**src/design/srx_pkg.sv**
```systemverilog
// Shared types, codes and the CRC-16 byte update for the serial frame receiver.
package srx_pkg;

  localparam int unsigned SRX_MAX_FRAME = 255;

  localparam logic [7:0]  SYNC_FIRST  = 8'hAA;
  localparam logic [7:0]  SYNC_SECOND = 8'h55;
  localparam logic [15:0] CRC_INIT    = 16'hFFFF;
  localparam logic [15:0] CRC_POLY    = 16'h1021;

  localparam int unsigned CFG_IDX_W  = 4;
  localparam int unsigned CFG_DATA_W = 7;
  localparam logic [CFG_IDX_W-1:0] CFG_HDR_LEN = 4'd0;
  localparam logic [CFG_IDX_W-1:0] CFG_LEN_OFS = 4'd1;

  localparam logic [2:0] KIND_DISCARD = 3'd0;
  localparam logic [2:0] KIND_SYNC    = 3'd1;
  localparam logic [2:0] KIND_HEADER  = 3'd2;
  localparam logic [2:0] KIND_PAYLOAD = 3'd3;
  localparam logic [2:0] KIND_CRC     = 3'd4;

  typedef enum logic [2:0] {
    PH_IDLE,
    PH_SYNC,
    PH_BODY,
    PH_CRCLO,
    PH_CRCHI
  } phase_t;

  typedef struct packed {
    logic [7:0]  byte_value;
    logic [7:0]  byte_position;
    logic [2:0]  byte_kind;
    logic        frame_end;
    logic        frame_good;
    logic [31:0] good_frames;
    logic [31:0] bad_frames;
  } srx_result_t;

  // MSB-first CRC-16, one byte
  function automatic logic [15:0] crc16_byte(input logic [15:0] crc, input logic [7:0] b);
    logic [15:0] c;
    c = crc ^ {b, 8'h00};
    for (int k = 0; k < 8; k++) begin
      if (c[15]) begin
        c = {c[14:0], 1'b0} ^ CRC_POLY;
      end else begin
        c = {c[14:0], 1'b0};
      end
    end
    return c;
  endfunction

  localparam logic [15:0] SYNC_CRC = crc16_byte(crc16_byte(CRC_INIT, SYNC_FIRST), SYNC_SECOND);

endpackage

```
**src/design/serial_frame_receiver_crc16_top.sv**
```systemverilog
// Top level of the serial frame receiver with sync hunt and CRC-16 check.
// One received byte is taken per clock while in_stall is low and yields
// exactly one result item: the byte echoed with its position and kind,
// end/good flags and the running good and bad frame counts. Sustained rate is
// one item per cycle without out_stall; each result is registered. The longest
// path is the byte-wide CRC-16 update (eight chained shift/xor steps) plus the
// length checks feeding the state registers. A two-entry output buffer sits
// after the frame logic, so input keeps flowing while a result waits;
// in_stall rises only when both entries are held. The frame hunts for 0xAA
// 0x55, reads the total length at the configured header offset, collects the
// payload, then checks a little-endian CRC-16 (poly 0x1021, init 0xFFFF) over
// all frame bytes from the first sync byte. Bad lengths and overruns past
// MAX_FRAME abort the frame and count it as bad. Config writes (index 0:
// header length, index 1: length byte offset) are always ready and take
// effect on the next byte; writes to other indexes are ignored.
module serial_frame_receiver_crc16_top #(
  parameter int unsigned MAX_FRAME = srx_pkg::SRX_MAX_FRAME
) (
  input  logic                           clk,
  input  logic                           rst_n,
  input  logic                           in_valid,
  output logic                           in_stall,
  input  logic [7:0]                     in_rx_byte,
  output logic                           out_valid,
  input  logic                           out_stall,
  output logic [7:0]                     out_byte_value,
  output logic [7:0]                     out_byte_position,
  output logic [2:0]                     out_byte_kind,
  output logic                           out_frame_end,
  output logic                           out_frame_good,
  output logic [31:0]                    out_good_frames,
  output logic [31:0]                    out_bad_frames,
  input  logic                           cfg_valid,
  output logic                           cfg_ready,
  input  logic [srx_pkg::CFG_IDX_W-1:0]  cfg_index,
  input  logic [srx_pkg::CFG_DATA_W-1:0] cfg_data
);
  import srx_pkg::*;

  logic        accept;
  logic        buf_full;
  srx_result_t core_res;
  srx_result_t buf_res;

  // config port never back-pressures
  assign cfg_ready = 1'b1;
  assign in_stall  = buf_full;
  assign accept    = in_valid && !buf_full;

  srx_core #(
    .MAX_FRAME(MAX_FRAME)
  ) u_core (
    .clk       (clk),
    .rst_n     (rst_n),
    .accept    (accept),
    .rx_byte   (in_rx_byte),
    .cfg_we    (cfg_valid && cfg_ready),
    .cfg_index (cfg_index),
    .cfg_data  (cfg_data),
    .res       (core_res)
  );

  srx_obuf u_obuf (
    .clk       (clk),
    .rst_n     (rst_n),
    .push      (accept),
    .din       (core_res),
    .full      (buf_full),
    .out_valid (out_valid),
    .out_stall (out_stall),
    .dout      (buf_res)
  );

  assign out_byte_value    = buf_res.byte_value;
  assign out_byte_position = buf_res.byte_position;
  assign out_byte_kind     = buf_res.byte_kind;
  assign out_frame_end     = buf_res.frame_end;
  assign out_frame_good    = buf_res.frame_good;
  assign out_good_frames   = buf_res.good_frames;
  assign out_bad_frames    = buf_res.bad_frames;

endmodule

```
**src/design/srx_core.sv**
```systemverilog
// Frame state machine, CRC accumulation, counters and config registers.
module srx_core #(
  parameter int unsigned MAX_FRAME = srx_pkg::SRX_MAX_FRAME
) (
  input  logic                             clk,
  input  logic                             rst_n,
  input  logic                             accept,
  input  logic [7:0]                       rx_byte,
  input  logic                             cfg_we,
  input  logic [srx_pkg::CFG_IDX_W-1:0]    cfg_index,
  input  logic [srx_pkg::CFG_DATA_W-1:0]   cfg_data,
  output srx_pkg::srx_result_t             res
);
  import srx_pkg::*;

  localparam logic [8:0] MAX_W = 9'(MAX_FRAME);

  phase_t      phase_r, phase_nxt;
  logic [7:0]  body_count_r, body_count_nxt;
  logic [7:0]  frame_length_r, frame_length_nxt;
  logic [15:0] crc_r, crc_nxt;
  logic [7:0]  crc_low_r, crc_low_nxt;
  logic [31:0] good_total_r, good_total_nxt;
  logic [31:0] bad_total_r, bad_total_nxt;
  logic [6:0]  hdr_len_r;
  logic [5:0]  len_ofs_r;

  logic [5:0]  eo;
  logic [8:0]  n;
  logic        is_len_byte;
  logic [7:0]  fl_eff;
  logic        len_bad;
  logic        body_done;
  logic        body_abort;
  logic        crc_match;
  logic [15:0] crc_upd;

  // shared decode for the body and CRC phases
  always_comb begin
    eo          = (len_ofs_r < 6'd2) ? 6'd2 : len_ofs_r;
    n           = {1'b0, body_count_r} + 9'd1;
    is_len_byte = (body_count_r == {2'b00, eo});
    fl_eff      = is_len_byte ? rx_byte : frame_length_r;
    len_bad     = (rx_byte < {1'b0, hdr_len_r}) || ({1'b0, rx_byte} > MAX_W) ||
                  (rx_byte <= {2'b00, eo});
    body_done   = (body_count_r >= {2'b00, eo}) && (n == {1'b0, fl_eff});
    body_abort  = (is_len_byte && len_bad) || (!body_done && (n >= MAX_W));
    crc_match   = ({rx_byte, crc_low_r} == crc_r);
    crc_upd     = crc16_byte(crc_r, rx_byte);
  end

  // next phase
  always_comb begin
    phase_nxt = phase_r;
    case (phase_r)
      PH_IDLE:  phase_nxt = (rx_byte == SYNC_FIRST) ? PH_SYNC : PH_IDLE;
      PH_SYNC:  phase_nxt = (rx_byte == SYNC_SECOND) ? PH_BODY : PH_IDLE;
      PH_BODY: begin
        if (body_abort) begin
          phase_nxt = PH_IDLE;
        end else if (body_done) begin
          phase_nxt = PH_CRCLO;
        end
      end
      PH_CRCLO: phase_nxt = PH_CRCHI;
      PH_CRCHI: phase_nxt = PH_IDLE;
      default:  phase_nxt = PH_IDLE;
    endcase
  end

  // datapath and result
  always_comb begin
    body_count_nxt   = body_count_r;
    frame_length_nxt = frame_length_r;
    crc_nxt          = crc_r;
    crc_low_nxt      = crc_low_r;
    good_total_nxt   = good_total_r;
    bad_total_nxt    = bad_total_r;
    res.byte_value    = rx_byte;
    res.byte_position = 8'd0;
    res.byte_kind     = KIND_DISCARD;
    res.frame_end     = 1'b0;
    res.frame_good    = 1'b0;
    case (phase_r)
      PH_IDLE: begin
        if (rx_byte == SYNC_FIRST) begin
          res.byte_kind = KIND_SYNC;
        end
      end
      PH_SYNC: begin
        if (rx_byte == SYNC_SECOND) begin
          res.byte_kind     = KIND_SYNC;
          res.byte_position = 8'd1;
          body_count_nxt    = 8'd2;
          crc_nxt           = SYNC_CRC;
        end
      end
      PH_BODY: begin
        res.byte_position = body_count_r;
        res.byte_kind     = (body_count_r < {1'b0, hdr_len_r}) ? KIND_HEADER : KIND_PAYLOAD;
        crc_nxt           = crc_upd;
        frame_length_nxt  = fl_eff;
        body_count_nxt    = n[7:0];
        if (body_abort) begin
          res.frame_end = 1'b1;
          bad_total_nxt = bad_total_r + 32'd1;
        end
      end
      PH_CRCLO: begin
        res.byte_position = body_count_r;
        res.byte_kind     = KIND_CRC;
        crc_low_nxt       = rx_byte;
        body_count_nxt    = n[7:0];
      end
      PH_CRCHI: begin
        res.byte_position = body_count_r;
        res.byte_kind     = KIND_CRC;
        res.frame_end     = 1'b1;
        if (crc_match) begin
          res.frame_good = 1'b1;
          good_total_nxt = good_total_r + 32'd1;
        end else begin
          bad_total_nxt = bad_total_r + 32'd1;
        end
      end
      default: ;
    endcase
    res.good_frames = good_total_nxt;
    res.bad_frames  = bad_total_nxt;
  end

  always_ff @(posedge clk) begin
    if (!rst_n) begin
      phase_r        <= PH_IDLE;
      body_count_r   <= 8'd0;
      frame_length_r <= 8'd0;
      crc_r          <= CRC_INIT;
      crc_low_r      <= 8'd0;
      good_total_r   <= 32'd0;
      bad_total_r    <= 32'd0;
    end else if (accept) begin
      phase_r        <= phase_nxt;
      body_count_r   <= body_count_nxt;
      frame_length_r <= frame_length_nxt;
      crc_r          <= crc_nxt;
      crc_low_r      <= crc_low_nxt;
      good_total_r   <= good_total_nxt;
      bad_total_r    <= bad_total_nxt;
    end
  end

  always_ff @(posedge clk) begin
    if (!rst_n) begin
      hdr_len_r <= 7'd16;
      len_ofs_r <= 6'd2;
    end else if (cfg_we) begin
      case (cfg_index)
        CFG_HDR_LEN: hdr_len_r <= cfg_data[6:0];
        CFG_LEN_OFS: len_ofs_r <= cfg_data[5:0];
        default: ;
      endcase
    end
  end

  a_good_has_end: assert property (@(posedge clk) disable iff (!rst_n)
    accept && res.frame_good |-> res.frame_end)
    else $error("good flag without frame end");

  a_good_count: assert property (@(posedge clk) disable iff (!rst_n)
    accept |=> good_total_r == $past(good_total_r) + {31'd0, $past(res.frame_good)})
    else $error("good counter out of step with good frames");

  a_sync_enters_body: assert property (@(posedge clk) disable iff (!rst_n)
    accept && phase_r == PH_SYNC && rx_byte == SYNC_SECOND
    |=> phase_r == PH_BODY && body_count_r == 8'd2 && crc_r == SYNC_CRC)
    else $error("sync pair did not start a frame body");

endmodule

```
**src/design/srx_obuf.sv**
```systemverilog
// Two-entry output buffer: result register plus skid entry.
module srx_obuf (
  input  logic                 clk,
  input  logic                 rst_n,
  input  logic                 push,
  input  srx_pkg::srx_result_t din,
  output logic                 full,
  output logic                 out_valid,
  input  logic                 out_stall,
  output srx_pkg::srx_result_t dout
);
  import srx_pkg::*;

  srx_result_t ent0_r, ent0_nxt;
  srx_result_t ent1_r, ent1_nxt;
  logic [1:0]  cnt_r, cnt_nxt;
  logic        pop;

  assign pop       = (cnt_r != 2'd0) && !out_stall;
  assign out_valid = (cnt_r != 2'd0);
  assign full      = (cnt_r == 2'd2);
  assign dout      = ent0_r;

  always_comb begin
    ent0_nxt = ent0_r;
    ent1_nxt = ent1_r;
    cnt_nxt  = cnt_r;
    case ({push, pop})
      2'b10: begin
        if (cnt_r == 2'd0) begin
          ent0_nxt = din;
        end else begin
          ent1_nxt = din;
        end
        cnt_nxt = cnt_r + 2'd1;
      end
      2'b01: begin
        ent0_nxt = ent1_r;
        cnt_nxt  = cnt_r - 2'd1;
      end
      2'b11: begin
        if (cnt_r == 2'd1) begin
          ent0_nxt = din;
        end else begin
          ent0_nxt = ent1_r;
          ent1_nxt = din;
        end
      end
      default: ;
    endcase
  end

  always_ff @(posedge clk) begin
    if (!rst_n) begin
      cnt_r <= 2'd0;
    end else begin
      cnt_r <= cnt_nxt;
    end
    ent0_r <= ent0_nxt;
    ent1_r <= ent1_nxt;
  end

  a_no_overfill: assert property (@(posedge clk) disable iff (!rst_n)
    !(push && full))
    else $error("push into full output buffer");

  a_pop_drains: assert property (@(posedge clk) disable iff (!rst_n)
    pop && !push |=> cnt_r == $past(cnt_r) - 2'd1)
    else $error("pop did not drain an entry");

endmodule
```
**config.mk**
```make
export PLATFORM = sky130hd
export DESIGN_NAME = serial_frame_receiver_crc16_top
export DESIGN_NICKNAME = d
export VERILOG_FILES = /design/src/design/srx_pkg.sv /design/src/design/serial_frame_receiver_crc16_top.sv /design/src/design/srx_core.sv /design/src/design/srx_obuf.sv
export SDC_FILE = /design/constraint.sdc
export NUM_CORES = 1
export LEC_CHECK = 0
export BUFFER_PORTS_ARGS = -buffer_cell sky130_fd_sc_hd__buf_4
export CAP_MARGIN = 20
export CORE_MARGIN = 8
export CORE_UTILIZATION = 55
export DETAILED_ROUTE_END_ITERATION = 16
export PLACE_DENSITY = 0.77
export REMOVE_ABC_BUFFERS = 1
export SYNTH_ARGS = -nofsm -noshare
export SYNTH_HDL_FRONTEND = slang
export SYNTH_SLANG_ARGS = --single-unit
```
**constraint.sdc**
```tcl
create_clock -name clk -period 8.85 [get_ports clk]
set_clock_uncertainty 0.2 [all_clocks]
set_input_delay 0.4425 -clock clk [delete_from_list [all_inputs] [get_ports clk]]
set_output_delay 0.4425 -clock clk [all_outputs]
set_load 0.03 [all_outputs]
```
Yosys cells after proc, flatten, opt, wreduce, memory -nomap -nowiden
Cells that the tools add are included.
{"block": "word_totals", "register_bits": 292, "in_bits": 24, "out_inout_bits": 88, "elab_cells": 134}
{"block": "op_classes", "add_sub_neg": 5, "order_cmp": 6, "eq_ne": 20, "muxes": 39, "bitwise_logic": 9, "n_reduce_logical": 31}
{"op": "85-bit 2-to-1 mux", "count": 4}
{"op": "85-bit one-hot mux with 3 select lines", "count": 1}
{"op": "85-bit one-hot mux with 2 select lines", "count": 1}
{"op": "32-bit 2-to-1 mux", "count": 4}
{"op": "13-bit 2-to-1 mux", "count": 8}
{"op": "32-bit by 1-bit adder with 32-bit output (second input constant)", "count": 2}
{"op": "32-bit one-hot mux with 2 select lines", "count": 1}
{"op": "16-bit one-hot mux with 2 select lines", "count": 1}
{"op": "8-bit one-hot mux with 2 select lines", "count": 2}
{"op": "3-bit NOT", "count": 8}
{"op": "3-bit one-hot mux with 4 select lines", "count": 2}
{"op": "16-bit equality test", "count": 1}
{"op": "8-bit by 7-bit < comparator with 1-bit output", "count": 2}
{"op": "16-bit 2-to-1 mux", "count": 1}
{"op": "8-bit 2-to-1 mux", "count": 2}
{"op": "16-bit bitwise XOR", "count": 1}
{"op": "2-bit AND reduction", "count": 6}
{"op": "2-bit nonzero test", "count": 5}
{"op": "8-bit by 1-bit adder with 9-bit output (second input constant)", "count": 1}
{"op": "9-bit by 8-bit equality test with 1-bit output", "count": 1}
{"op": "9-bit by 8-bit >= comparator with 1-bit output (second input constant)", "count": 1}
{"op": "3-bit AND reduction", "count": 3}
{"op": "8-bit by 6-bit equality test with 1-bit output", "count": 1}
{"op": "8-bit by 7-bit equality test with 1-bit output (second input constant)", "count": 1}
{"op": "other kinds (31)", "count": 50}

Depth between registers and ports, before layout
{"block": "logic_depth", "ltp_word": 18, "depth_mapped": 15, "mapped_depth_nobuf": 13}

Modules after synthesis
Synthesis repeated with hierarchy kept, for this count alone.
{"block": "unflattened", "hier_cells": 1586, "area_unflattened_um2": 16224.3}
{"mod": "srx_obuf", "n_inst": 1, "cells_each": 578, "area_each_um2": 8202.9, "seq_area_each_um2": 5144.9}
{"mod": "srx_core", "n_inst": 1, "cells_each": 1005, "area_each_um2": 7996.4, "seq_area_each_um2": 2402.3}
{"mod": "serial_frame_receiver_crc16_top", "n_inst": 1, "cells_each": 3, "area_each_um2": 25.0, "seq_area_each_um2": 0.0}

Least setup slack after synthesis
OpenSTA, ideal clock, no wires.
{"block": "synth_timing", "path_kind": "register to register", "start": "register u_obuf.cnt_r[0]", "end": "register u_obuf.ent0_r (netlist bit u_obuf.dout[0]) (enable)", "setup_time_ns": 0.646, "arrival_time_ns": 7.457, "required_time_ns": 8.004, "path_slack_ns": 0.547, "path_stages_with_launch": 8, "n_path_buf": 3, "period_less_slack_ns": 8.303, "path_cell_list": "dfxtp_1 -> inv_1 -> ha_1 -> nand2b_1 -> clkbuf_1 -> clkbuf_1 -> buf_1 -> o21ai_0"}
{"block": "synth_via", "elab_chain_len": 6, "word_cells_on_any_way": 12, "cone_classes": "5 x eq/ne; 7 x reduce/logical"}
{"element": "from (decl)", "line": "srx_obuf.sv:16", "rtl": "logic [1:0] cnt_r, cnt_nxt;"}
{"element": "from (signal assigned)", "line": "srx_obuf.sv:57", "rtl": "cnt_r <= cnt_nxt;"}
{"element": "2-bit equality test *", "line": "srx_obuf.sv:21", "rtl": "assign full = (cnt_r == 2'd2);"}
{"element": "net in_stall", "line": "serial_frame_receiver_crc16_top.sv:22", "rtl": "output logic in_stall,"}
{"element": "1-bit logical NOT *", "line": "serial_frame_receiver_crc16_top.sv:48", "rtl": "assign accept = in_valid && !buf_full;"}
{"element": "1-bit logical AND *", "line": "serial_frame_receiver_crc16_top.sv:48"}
{"element": "2-bit equality test / 2-bit by 1-bit equality test with 1-bit output (equally long branches)", "line": "srx_obuf.sv:28", "rtl": "case ({push, pop})"}
{"element": "2-bit by 1-bit inequality test with 1-bit output (no source line) / 3-bit nonzero test (equally long branches)"}
{"element": "2-bit AND reduction (no source line) *"}
{"element": "to (signal assigned)", "line": "srx_obuf.sv:59", "rtl": "ent0_r <= ent0_nxt;"}
{"element": "to (decl)", "line": "srx_obuf.sv:14", "rtl": "srx_result_t ent0_r, ent0_nxt;"}
Mark *: on every way through the listed nets, which the timed path passes. The rest lies on a longest branch.
A chain may end at the register's enable or synchronous reset.

Worst setup path after layout
{"block": "layout_timing", "start": "register u_core.len_ofs_r[4]", "end": "register u_core.bad_total_r[31]"}
{"block": "layout_via", "elab_chain_len": 11, "word_cells_on_any_way": 15, "cone_classes": "3 x order compare; 2 x eq/ne; 4 x mux; 6 x reduce/logical"}
{"element": "from (decl)", "line": "srx_core.sv:26", "rtl": "logic [5:0] len_ofs_r;"}
{"element": "from (signal assigned)", "line": "srx_core.sv:159", "rtl": "CFG_LEN_OFS: len_ofs_r <= cfg_data[5:0];"}
{"element": "6-bit by 2-bit < comparator with 1-bit output", "line": "srx_core.sv:40", "rtl": "eo = (len_ofs_r < 6'd2) ? 6'd2 : len_ofs_r;"}
{"element": "6-bit 2-to-1 mux *", "line": "srx_core.sv:40"}
{"element": "8-bit by 6-bit equality test with 1-bit output", "line": "srx_core.sv:42", "rtl": "is_len_byte = (body_count_r == {2'b00, eo});"}
{"element": "8-bit 2-to-1 mux", "line": "srx_core.sv:43", "rtl": "fl_eff = is_len_byte ? rx_byte : frame_length_r;"}
{"element": "9-bit by 8-bit equality test with 1-bit output", "line": "srx_core.sv:46", "rtl": "body_done = (body_count_r >= {2'b00, eo}) && (n == {1'b0, fl_eff});"}
{"element": "1-bit logical AND", "line": "srx_core.sv:46"}
{"element": "1-bit logical NOT", "line": "srx_core.sv:47", "rtl": "body_abort = (is_len_byte && len_bad) || (!body_done && (n >= MAX_W));"}
{"element": "1-bit logical AND", "line": "srx_core.sv:47"}
{"element": "1-bit logical OR *", "line": "srx_core.sv:47"}
{"element": "32-bit 2-to-1 mux *", "line": "srx_core.sv:104", "rtl": "if (body_abort) begin"}
{"element": "32-bit one-hot mux with 2 select lines *", "line": "srx_core.sv:84", "rtl": "case (phase_r)"}
{"element": "to (signal assigned)", "line": "srx_core.sv:148", "rtl": "bad_total_r <= bad_total_nxt;"}
{"element": "to (decl)", "line": "srx_core.sv:24", "rtl": "logic [31:0] bad_total_r, bad_total_nxt;"}
Every way passes the cells marked *; elsewhere a longest branch is shown, timed or not.

==> implementation parameters <==
Parameter                              Value

Run status
  Outcome    finished clean

STA
  Final Slew Violations    0
  Tightest Pin Transition    approximately 1100 ps
  Hold Vio Cnt, Final    0
  Accumulated negative setup slack    0 ps
  Fin crit share    50.9%
  Final setup margin    4350 ps
  RSZ-0062 raised after global routing    no
  Max-slew headroom at the worst pin    29.3%
  Highest attainable clock frequency    222 MHz
  Smallest hold slack    22.3 ps
  Final period demand of the worst path    4500 ps
  Final setup violating endpoints    0

Logic synthesis
  Post-synth EDFFs    170
  Area leader, netlist    sky130_fd_sc_hd__edfxtp_1
  Largest cells by area after synthesis    sky130_fd_sc_hd__edfxtp_1, sky130_fd_sc_hd__dfxtp_1, sky130_fd_sc_hd__xnor2_1
  Proportion of register bits with asynchronous set or reset after synthesis    0%
  Leading register cell type out of synthesis    sky130_fd_sc_hd__edfxtp_1
  Most instantiated library cell after synthesis    sky130_fd_sc_hd__edfxtp_1
  Yosys warning total    0
  Portion of synthesized cell area occupied by the leading cell type    a little under two fifths
  Number of distinct standard cells referenced by the synthesized netlist    between 50 and 60
  Portion of the post-synthesis area used by sequential elements    54.8%
  Synthesized area divided by synthesized cell count    10.9 um^2
  Gate Count Post-Synth    1268
  Top cells by instance count after synthesis    sky130_fd_sc_hd__edfxtp_1, sky130_fd_sc_hd__dfxtp_1, sky130_fd_sc_hd__nor2_1
  Synthesized area    13800 um^2
  Flops & latches, synth    292

Drt
  Via count normalized by instance count    5.81
  Via count    ~10000
  Routed WL per cell    17.7 um
  Router iterations before antenna repair    5
  Residual DRC    0
  Sum of routed wire length over all layers    30400 um
  Number of nets with antenna violations after detailed routing    0
  DRC violation total after the first TritonRoute iteration    802

Worst setup path
  Crit path DAT    4680 ps
  Kind of start point of the critical path    flip-flop
  Required time reported for the critical path endpoint    9030 ps
  Path type of the worst setup path    reg -> reg
  Max Fanout on Critical Path    20
  Endpoint kind of the worst setup timing path    flip-flop

Clock tree
  Clock insertion delay at the later pin of the skew report    approximately 550 ps
  Max Buffers Root-to-Sink    3
  Maximum level of the CTS H-tree    1
  Clock transition at the registers of the reported paths    60 ps
  CTS-repair resized insts    0
  Number of buffers inserted by post-CTS setup repair    0
  Clock root cell    sky130_fd_sc_hd__clkbuf_16
  Number of buffers inserted during clock tree synthesis    29
  Total of hold buffers inserted after clock tree synthesis    11
  Clk sink count    292
  TritonCTS clock tree    built

Cells and area
  Fin cells    ~1700
  Utilization after layout    a little under two thirds
  Area growth from synthesis to layout    15.6%
  Fraction of layout cells with a size suffix above 1    13.4%
  Total Nets Final    1419
  Antenna cells    0

Global routing
  Antenna violations before repair    0
  Maximum number of pins on one net before global-route repair    85
  Aggregate global-route resource usage    19.5%
  Vias in the first global route    9712
  Global-route wire length before repair    49700 um
  Overflow after GRT    0

Floorplan
  Initial cell density of the core    55.3%
  Number of primary I/O pins    112
  Die area    30400 um^2
  Core outline area    24900 um^2
  Row Count    58
  Floorplan die height    174 um
  Horiz. Die Dim    174 um

Placed design
  Placed insts    ~1600
  I/O Buffers    110
  Detailed placement HPWL    around 20000 um
  Placement-stage worst setup slack    3580 ps
  Final weighted congestion in routability-driven placement    between 0.8 and 0.9

Power
  Combinational cell fraction of total power    about a quarter
  LEAKAGE    5.93 nW
  Total power per unit cell area    266 nW/um^2
  Clock network power share    28.9%
  Internal Dissipation    0.00286 W
  Net switching power of the design    ~0.0014 W
  Worst-case vdd ir drop    0.199 mV
  Share of total power consumed by net switching    32.6%
  Part of the total power dissipated in sequential elements    45.3%

Worst hold path
  Hold Path Class    in -> reg

Job
  Max-cap violations    0
-- layout make-up --
| cell class | instances | area (um^2) |
|---|---|---|
| clock buffer | 36 | 752 |
| fill | 1935 | 8970 |
| timing repair buffer | 134 | 1040 |
| clock inverter | 18 | 194 |
| multi-input combinational | 865 | 5830 |
| sequential | 292 | 7550 |
| inverter | 39 | 148 |
| tap | 330 | 413 |
-- sequential cells by signal (all words and copies together), names as in the netlist, 3 cells and up --
register and flops:
u_core.frame_length_r 8, u_core.phase_r 3, u_core.good_total_r 32, u_core.len_ofs_r 6, u_obuf.dout 85, u_obuf.ent1_r 85
u_core.crc_low_r 8, u_core.crc_r 16, u_core.hdr_len_r 7, u_core.body_count_r 8, u_core.bad_total_r 32
-- power by group through the flow --
stage | logic [W] | clock network [W] | registers, W
after detailed placement | 0.00110 | 0 | 0.00195
after global placement | 0.00108 | 0 | 0.00194
final | 0.00110 | 0.00122 | 0.00192
after global routing | 0.00118 | 0.00130 | 0.00195
after floorplan | 0.000381 | 0 | 0.00230
after CTS | 0.00111 | 0.00125 | 0.00192
-- cell families (layout without fill, tap and decap cells) --
kind of cell / after synthesis / in the layout / synth area share [%]
AND/OR/NAND/NOR: 380 / 380 / 13.6
flip-flops: 292 / 292 / 54.8
AO/OA/AOI/OAI: 278 / 278 / 14.0
XOR/XNOR: 140 / 140 / 8.90
buffers and inverters: 111 / 227 / 3.24
adder cells (fa/ha/maj): 34 / 34 / 3.09
multiplexers: 32 / 32 / 2.33
other: 1 / 1 / 0.0272
-- metrics by stage --
step                instance area (um^2)  power [W]
finish                             15900    0.00424
global placement                   14800    0.00302
global route                       15900    0.00442
CTS                                15900    0.00428
detailed placement                 14800    0.00304
floorplan                          13500    0.00268
-- worst max-delay path, cell delays in order, from the launching register on --
cell	delay, ps
sky130_fd_sc_hd__dfxtp_1	310
sky130_fd_sc_hd__inv_1	110
sky130_fd_sc_hd__nand4_1	120
sky130_fd_sc_hd__o21a_1	220
sky130_fd_sc_hd__ha_1	310
sky130_fd_sc_hd__nand4_1	100
sky130_fd_sc_hd__nor4_2	480
sky130_fd_sc_hd__clkbuf_4	320
sky130_fd_sc_hd__mux2i_1	230
sky130_fd_sc_hd__xnor2_1	140
sky130_fd_sc_hd__and4_1	290
sky130_fd_sc_hd__a311oi_2	130
sky130_fd_sc_hd__clkbuf_8	220
sky130_fd_sc_hd__o21ai_2	610
sky130_fd_sc_hd__buf_4	340
sky130_fd_sc_hd__or3_1	140
sky130_fd_sc_hd__a21oi_1	60
-- routing by layer --
layer,track usage (%),wire [um]
met2,32.6,14500
met5,0,0
met3,3.47,1910
met4,5.99,686
met1,25.3,13300
-- worst paths after layout --
check / end / slack [ps] / start / cells after the start
hold / removal: u_obuf.ent1_r[77] / 20 / in_rx_byte[0] / 1
setup / recovery: u_core.bad_total_r[31] / 4350 / u_core.len_ofs_r[4] / 16
hold reg to reg: u_core.frame_length_r[7] / 260 / u_core.frame_length_r[7] / 2
setup reg to reg: u_core.bad_total_r[31] / 4350 / u_core.len_ofs_r[4] / 16
-- cells in the final DEF (no fill, tap or decap), types with 17 or more instances in the layout --
cell type                   instances
sky130_fd_sc_hd__edfxtp_1         170
sky130_fd_sc_hd__dfxtp_1          122
sky130_fd_sc_hd__buf_4            121
sky130_fd_sc_hd__nor2_1           100
sky130_fd_sc_hd__xnor2_1           96
sky130_fd_sc_hd__nand2_1           88
sky130_fd_sc_hd__a22o_1            79
sky130_fd_sc_hd__o21ai_0           69
sky130_fd_sc_hd__a21oi_1           52
sky130_fd_sc_hd__xor2_1            44
sky130_fd_sc_hd__inv_1             37
sky130_fd_sc_hd__nand3_1           36
sky130_fd_sc_hd__ha_1              34
sky130_fd_sc_hd__or3_1             31
sky130_fd_sc_hd__mux2i_1           31
sky130_fd_sc_hd__clkbuf_16         29
sky130_fd_sc_hd__nor3_1            27
sky130_fd_sc_hd__and2_1            24
sky130_fd_sc_hd__o211ai_1          22
sky130_fd_sc_hd__and3_1            17
sky130_fd_sc_hd__nand4_1           17
No activity file was read; power rests on OpenSTA's default activity.
